[config.mk]
export PLATFORM = sky130hd
export DESIGN_NAME = dldd_mem
export DESIGN_NICKNAME = d
export VERILOG_FILES = /design/src/design/dldd_pkg.sv /design/src/design/dldd_mem.sv
export SDC_FILE = /design/constraint.sdc
export NUM_CORES = 1
export LEC_CHECK = 0
export ABC_AREA = 1
export BUFFER_PORTS_ARGS = -buffer_cell sky130_fd_sc_hd__clkbuf_2
export CAP_MARGIN = 20
export CORE_ASPECT_RATIO = 0.6
export CORE_MARGIN = 1.5
export CORE_UTILIZATION = 40
export DETAILED_ROUTE_END_ITERATION = 7
export SYNTH_ARGS = -nofsm -noshare
export SYNTH_HDL_FRONTEND = slang
export SYNTH_SLANG_ARGS = --single-unit
export TNS_END_PERCENT = 50
[constraint.sdc]
create_clock -name i_clk -period 2.1 [get_ports i_clk]
set_input_delay 0.21 -clock i_clk [delete_from_list [all_inputs] [get_ports i_clk]]
set_output_delay 0.21 -clock i_clk [all_outputs]
set_load 0.01 [all_outputs]
[src/design/dldd_pkg.sv]
// Shared constants, types and functions of the decimal digit LED display driver.
`timescale 1ns / 1ps
`default_nettype none

package dldd_pkg;

    localparam int MAX_DIGITS_DEF = 6;
    localparam int LEDS_PER_DIGIT = 9;

    localparam int NUM_W = 20;
    localparam int COL_W = 24;
    localparam int DIG_W = 4;
    localparam int CNT_W = 3;
    localparam int PIX_W = 6;
    localparam int SH_W  = 4;

    localparam logic [COL_W-1:0] WHITE_RGB = 24'hFFFFFF;
    localparam logic [COL_W-1:0] BLACK_RGB = 24'h000000;
    localparam logic [DIG_W-1:0] DIGIT_MAX = 4'd9;
    localparam logic [NUM_W-1:0] NUMBER_MAX = 20'd999999;

    // x / 10 == (x * DIV10_MAGIC) >> DIV10_SHIFT for every 20-bit x.
    localparam logic [NUM_W-1:0] DIV10_MAGIC = 20'd838861;
    localparam int DIV10_SHIFT = 23;

    // Command codes.
    typedef enum logic [2:0] {
        REQ_SET_NUMBER = 3'd0,
        REQ_SET_DIGIT  = 3'd1,
        REQ_INCREMENT  = 3'd2,
        REQ_DECREMENT  = 3'd3,
        REQ_SHIFT      = 3'd4,
        REQ_SET_COLOUR = 3'd5,
        REQ_RENDER     = 3'd6
    } t_req;

    // Sequencer states.
    typedef enum logic [3:0] {
        ST_IDLE,
        ST_DISPATCH,
        ST_SPLIT,
        ST_SUM_READ,
        ST_SUM_ADD,
        ST_SHIFT_READ,
        ST_SHIFT_WRITE,
        ST_FILL,
        ST_STATUS,
        ST_FETCH,
        ST_PIXEL
    } t_state;

    // One result item.
    typedef struct packed {
        logic             is_pixel;
        logic [NUM_W-1:0] current_number;
        logic [PIX_W-1:0] pixel_index;
        logic [COL_W-1:0] pixel_colour;
        logic             error_flag;
        logic             last;
    } t_result;

    // Address width of a store with the given depth, at least one bit.
    function automatic int addr_w(input int depth);
        addr_w = (depth > 1) ? $clog2(depth) : 1;
    endfunction

    // Powers of ten up to 10^6; larger indexes saturate.
    function automatic logic [NUM_W-1:0] pow_ten(input logic [CNT_W-1:0] idx);
        logic [NUM_W-1:0] p;
        unique case (idx)
            3'd0:    p = 20'd1;
            3'd1:    p = 20'd10;
            3'd2:    p = 20'd100;
            3'd3:    p = 20'd1000;
            3'd4:    p = 20'd10000;
            3'd5:    p = 20'd100000;
            default: p = 20'd1000000;
        endcase
        return p;
    endfunction

endpackage

`default_nettype wire

[src/design/dldd_mem.sv]
// Small synchronous store with one write port, one registered read port and reset values.
`timescale 1ns / 1ps
`default_nettype none

module dldd_mem #(
    parameter int               WIDTH       = 4,
    parameter int               DEPTH       = 6,
    parameter logic [WIDTH-1:0] RESET_VALUE = '0
) (
    input  logic                                 i_clk,
    input  logic                                 i_rst_n,
    input  logic                                 i_we,
    input  logic [dldd_pkg::addr_w(DEPTH)-1:0]   i_waddr,
    input  logic [WIDTH-1:0]                     i_wdata,
    input  logic [dldd_pkg::addr_w(DEPTH)-1:0]   i_raddr,
    output logic [WIDTH-1:0]                     o_rdata
);
    import dldd_pkg::*;

    logic [WIDTH-1:0] r_mem [DEPTH];
    logic [DEPTH-1:0] r_valid;
    logic [WIDTH-1:0] r_rdata;

    // An entry that was never written since reset reads as its reset value.
    always_ff @(posedge i_clk) begin
        if (!i_rst_n) begin
            r_valid <= '0;
        end else if (i_we) begin
            r_valid[i_waddr] <= 1'b1;
        end
    end

    always_ff @(posedge i_clk) begin
        if (i_we) begin
            r_mem[i_waddr] <= i_wdata;
        end
    end

    // Registered read; a read of the entry written at the same edge sees old data.
    always_ff @(posedge i_clk) begin
        r_rdata <= r_valid[i_raddr] ? r_mem[i_raddr] : RESET_VALUE;
    end

    assign o_rdata = r_rdata;

endmodule

`default_nettype wire

* Yosys cells after proc, flatten, opt, wreduce, memory -nomap -nowiden
Memories as Yosys holds them, arrays and structs flattened. A register that Yosys moved wholly into a read port is not among the register bits. Cells that the tools add are included.
Word-level totals: flip-flop bits (word level) 6, bits of input ports 13, memories 1, logic and storage cells 14, memory bits (writable) 24, output and inout port bits 4
Operators by class: order comparisons 3, reductions and logical operators 2, bitwise logic cells 1, muxes and demuxes 6
Memory list:
- r_mem | words 6, bits a word 4, read ports 1, clocked after memory_dff 1, write ports 1, line dldd_mem.sv:20 | logic [WIDTH-1:0] r_mem [DEPTH];
Operators with widths (count):
- $lt A3 B4 Y1 const B | 2
- $or A6 B6 Y6 | 1
- $mux W1 | 4
- $bmux W1 S3 | 1
- $demux W1 S3 | 1
- $ge A3 B1 Y1 const B | 1
- $logic_and A1 B1 Y1 | 1
- $logic_not A1 Y1 | 1

* Logic depth before layout (Yosys ltp)
word-level depth 5, depth in mapped cells 9, gate-level depth less buffers 8

* Worst setup path after synthesis
Ideal clock, no wire load.
kind in2reg, start in i_waddr[0] (netlist name), end mem r_mem[1][0], enable pin, arrival 0.659 ns, setup slack 1.068 ns, path buffers 0, setup time 0.373 ns, required time 1.727 ns, stages 2, path through nand2_1 nor3_1
RTL lines:
- start, declared | line dldd_mem.sv:13 | input logic [dldd_pkg::addr_w(DEPTH)-1:0] i_waddr,
- end, declared | line dldd_mem.sv:20
Straight into the memory's write port.

* Worst setup path in the final report
start in i_waddr[0] (netlist name), end mem r_mem[1][3], enable pin
Straight into the memory's write port.

==> summary.txt <==
Worst setup path
  – Worst R2R Path Depth: 8
  – R2R Setup Slk: around 1.2 ns
  – CP max stage delay: ~0.5 ns
  – FF-to-FF End: o_rdata[2]$_SDFF_PN0_
  – Crit Path Category: in2reg
  – R2R Path Start: r_mem[3][2]$_DFFE_PP_
  – Crit start category: primary input
  – Cell family with most CP delay: simple AND/OR/NAND/NOR gates
  – Worst-path cell with the longest stage delay: nor3_1
  – Worst path bufs/invs: 1
  – Crit Path Max Fanout: 5
  – CP endpoint kind: register
  – CP arrival: 0.89 ns
  – Req. time, crit path: between 2 and 2.5 ns
  – Crit-path cells: clkbuf_2 -> nand2_1 -> nor3_1

Logic synthesis
  – Post-synth top area share: roughly half
  – Synth warn: 0
  – Post-synthesis cell type count: 16
  – Mapped Area: about 0.0014 mm2
  – Sequential cell area fraction in the yosys report: between 60% and 70%
  – Synth Register Bits: 34
  – Syn nets: 170
  – Synthesized area per cell: roughly 9.2 um2
  – Synth top area cells: edfxtp_1 50%, dfxtp_1 14%, nand2_1 11%
  – Largest area contributor in the netlist: edfxtp_1
  – Cells after synthesis: about 160

STA
  – Min cycle time layout: ~0.97 ns
  – Final period utilization: approximately 46%
  – Final-report setup violation count: 0
  – Worst Skew: roughly 0.0043 ns
  – TNS Setup: 0 ns
  – Slew Viols, Final: 0
  – Setup ws final: ~1.1 ns
  – Slew headroom: 57.1%
  – Slew @ Worst Pin: roughly 0.64 ns
  – Fmax: 1030 MHz
  – Unrepaired setup endpoints after global routing: no
  – Final hold viol count: 0

Route
  – Residual DRC count: 0
  – DRT antenna net count: 0
  – DR WL/cell: between 10 and 15 um
  – DR vias: about 970
  – Vias per inst: 4.36
  – DRT Wirelength: about 2700 um
  – DR iter-0 viols: 32
  – TritonRoute pass-1 iters: 4

Run status
  – Status: complete, no violations

Clock network
  – Worst skew pair latency: roughly 0.28 ns
  – CTS tree: yes
  – Hold-fix buffers, CTS: 0
  – H-tree depth: 2
  – Clk buf depth: 2
  – CTS buffer count: 5
  – Clock root buffer: clkbuf_8
  – Post-CTS resize count: 0
  – Worst-path clk slew: 0.06 ns
  – Post-CTS setup buffer count: 0
  – Clock sink count: 34

Floorplan
  – IO Pins: 17
  – Die Y: approximately 49 um
  – Core ar.: roughly 0.0033 mm2
  – Chip width: approximately 80 um
  – Die area: roughly 0.0040 mm2
  – Initial Util: between 40 and 50%
  – Rows: 16

Pwr
  – Peak VDD IR: about 370 uV
  – Switching portion of total power: between 20% and 30%
  – Combinational Power Share: between 7 and 8%
  – Switching power of the nets: around 0.00029 W
  – Clock power share: between 30% and 40%
  – Reg power frac: between 50% and 60%
  – Power Dens Cells: approximately 800 mW/mm2
  – Lkg Pwr: approximately 0.80 nW
  – Pint: 0.00104 W

Place
  – Gpl congestion: 0.783
  – Pre-CTS setup slack: 0.880 ns
  – PortBufs: 16
  – HPWL Detailed: between 2000 and 2500 um

Final layout
  – Total Nets Final: between 150 and 200
  – # diodes: 0
  – Synth-to-Final Area Change: 13.9%
  – Share of cells above drive strength 1: 15.7%

GRT
  – GR Overflow Total: 0
  – First-pass GRT wire length: 4350 um
  – GRT Total Usage: between 10% and 20%
  – Largest net degree at the start of global routing: 13
  – Vias in the first global route: 930
  – Initial antenna violation count: 0

Min path
  – Worst hold path type: in2reg
  – Hold Path Depth: 1
  – Hold Path End: r_mem[0][2]$_DFFE_PP_
  – Hold path start: i_wdata[2]

Run
  – Max-cap violations: 0
-- power by group through the flow --
stage / logic, W / clock network, W / registers (W)
detailed placement: 0.000104 / 0 / 0.000762
CTS: 0.000104 / 0.000496 / 0.000748
global placement: 0.000102 / 0 / 0.000761
floorplan: 0.0000657 / 0 / 0.000763
finish: 0.000102 / 0.000486 / 0.000748
global route: 0.000119 / 0.000528 / 0.000749
-- sequential cells by signal, summed over array words and instances (netlist names) --
signal,cells
r_mem,24
r_valid,6
o_rdata,4
-- cell usage after synthesis --
cell type  number
a21oi_1         4
buf_4           2
buf_6           1
dfxtp_1        10
edfxtp_1       24
inv_1          34
inv_2           2
inv_4           1
nand2_1        44
nand2_2         2
nand3_1        10
nand3_2         1
nand4_1         1
nor2_1         16
nor3_1          1
o21ai_0         4
-- routing by layer --
metal / part of all wire [%] / global-route usage [%] / vias to the layer above
met1: 54 / 23.7 / 431
li1: - / - / 518
met4: 1.1 / 5.17 / 0
met5: 0 / 0 / -
met3: 5.0 / 5.61 / 4
met2: 39 / 20.0 / 20
-- final cells by class --
class                      count  area [um2]
fill                         327        1710
tap                           45        56.3
sequential                    34         921
multi-input combinational     83         349
clock buffer                   8        90.1
inverter                      37         141
timing repair buffer          16        80.1
-- per-stage QoR --
| stage | instances | hold slack, ns | total power, W | instance area (um2) | util, % |
|---|---|---|---|---|---|
| 4_1_cts | 223 | 0.210 | 0.00135 | 1640 | 49.0 |
| 5_1_grt | 223 | 0.208 | 0.00140 | 1640 | 49.0 |
| 3_5_place_dp | 215 | 0.467 | 0.000866 | 1550 | 46.3 |
| 6_report | 223 | 0.210 | 0.00134 | 1640 | 49.0 |
| 3_3_place_gp | 215 | 0.455 | 0.000863 | 1550 | 46.3 |
| 2_1_floorplan | 157 | 0.309 | 0.000829 | 1440 | - |
-- cells in the final DEF, fill, tap and decap left out --
| cell type | netlist | layout |
|---|---|---|
| nand2_2 | 2 | 2 |
| edfxtp_1 | 24 | 24 |
| nand2_1 | 44 | 44 |
| inv_4 | 1 | 1 |
| o21ai_0 | 4 | 4 |
| clkbuf_2 | 0 | 16 |
| inv_1 | 34 | 34 |
| clkbuf_1 | 0 | 2 |
| nand4_1 | 1 | 1 |
| dfxtp_1 | 10 | 10 |
| a21oi_1 | 4 | 4 |
| nor2_1 | 16 | 16 |
| clkbuf_8 | 0 | 6 |
| inv_2 | 2 | 2 |
| nor3_1 | 1 | 1 |
| nand3_2 | 1 | 1 |
| nand3_1 | 10 | 10 |
-- worst max path at each step --
stage	from	to	depth (start not counted)
global route	r_mem[3][2]$_DFFE_PP_	o_rdata[2]$_SDFF_PN0_	8
detailed placement	i_waddr[0]	r_mem[1][2]$_DFFE_PP_	3
floorplan	i_waddr[0]	r_mem[1][0]$_DFFE_PP_	2
finish	i_waddr[0]	r_mem[1][3]$_DFFE_PP_	3
CTS	i_waddr[0]	r_mem[1][3]$_DFFE_PP_	3
global placement	i_waddr[2]	r_mem[1][3]$_DFFE_PP_	2
-- cells by family after synthesis --
logic type,after synthesis,share of synthesized area [%]
and+or+nand+nor,75,21.5
buffers and inverters,40,11.7
DFF,34,64.1
AOI/OAI and AO/OA,8,2.79
No activity file was read; power rests on OpenSTA's default activity.
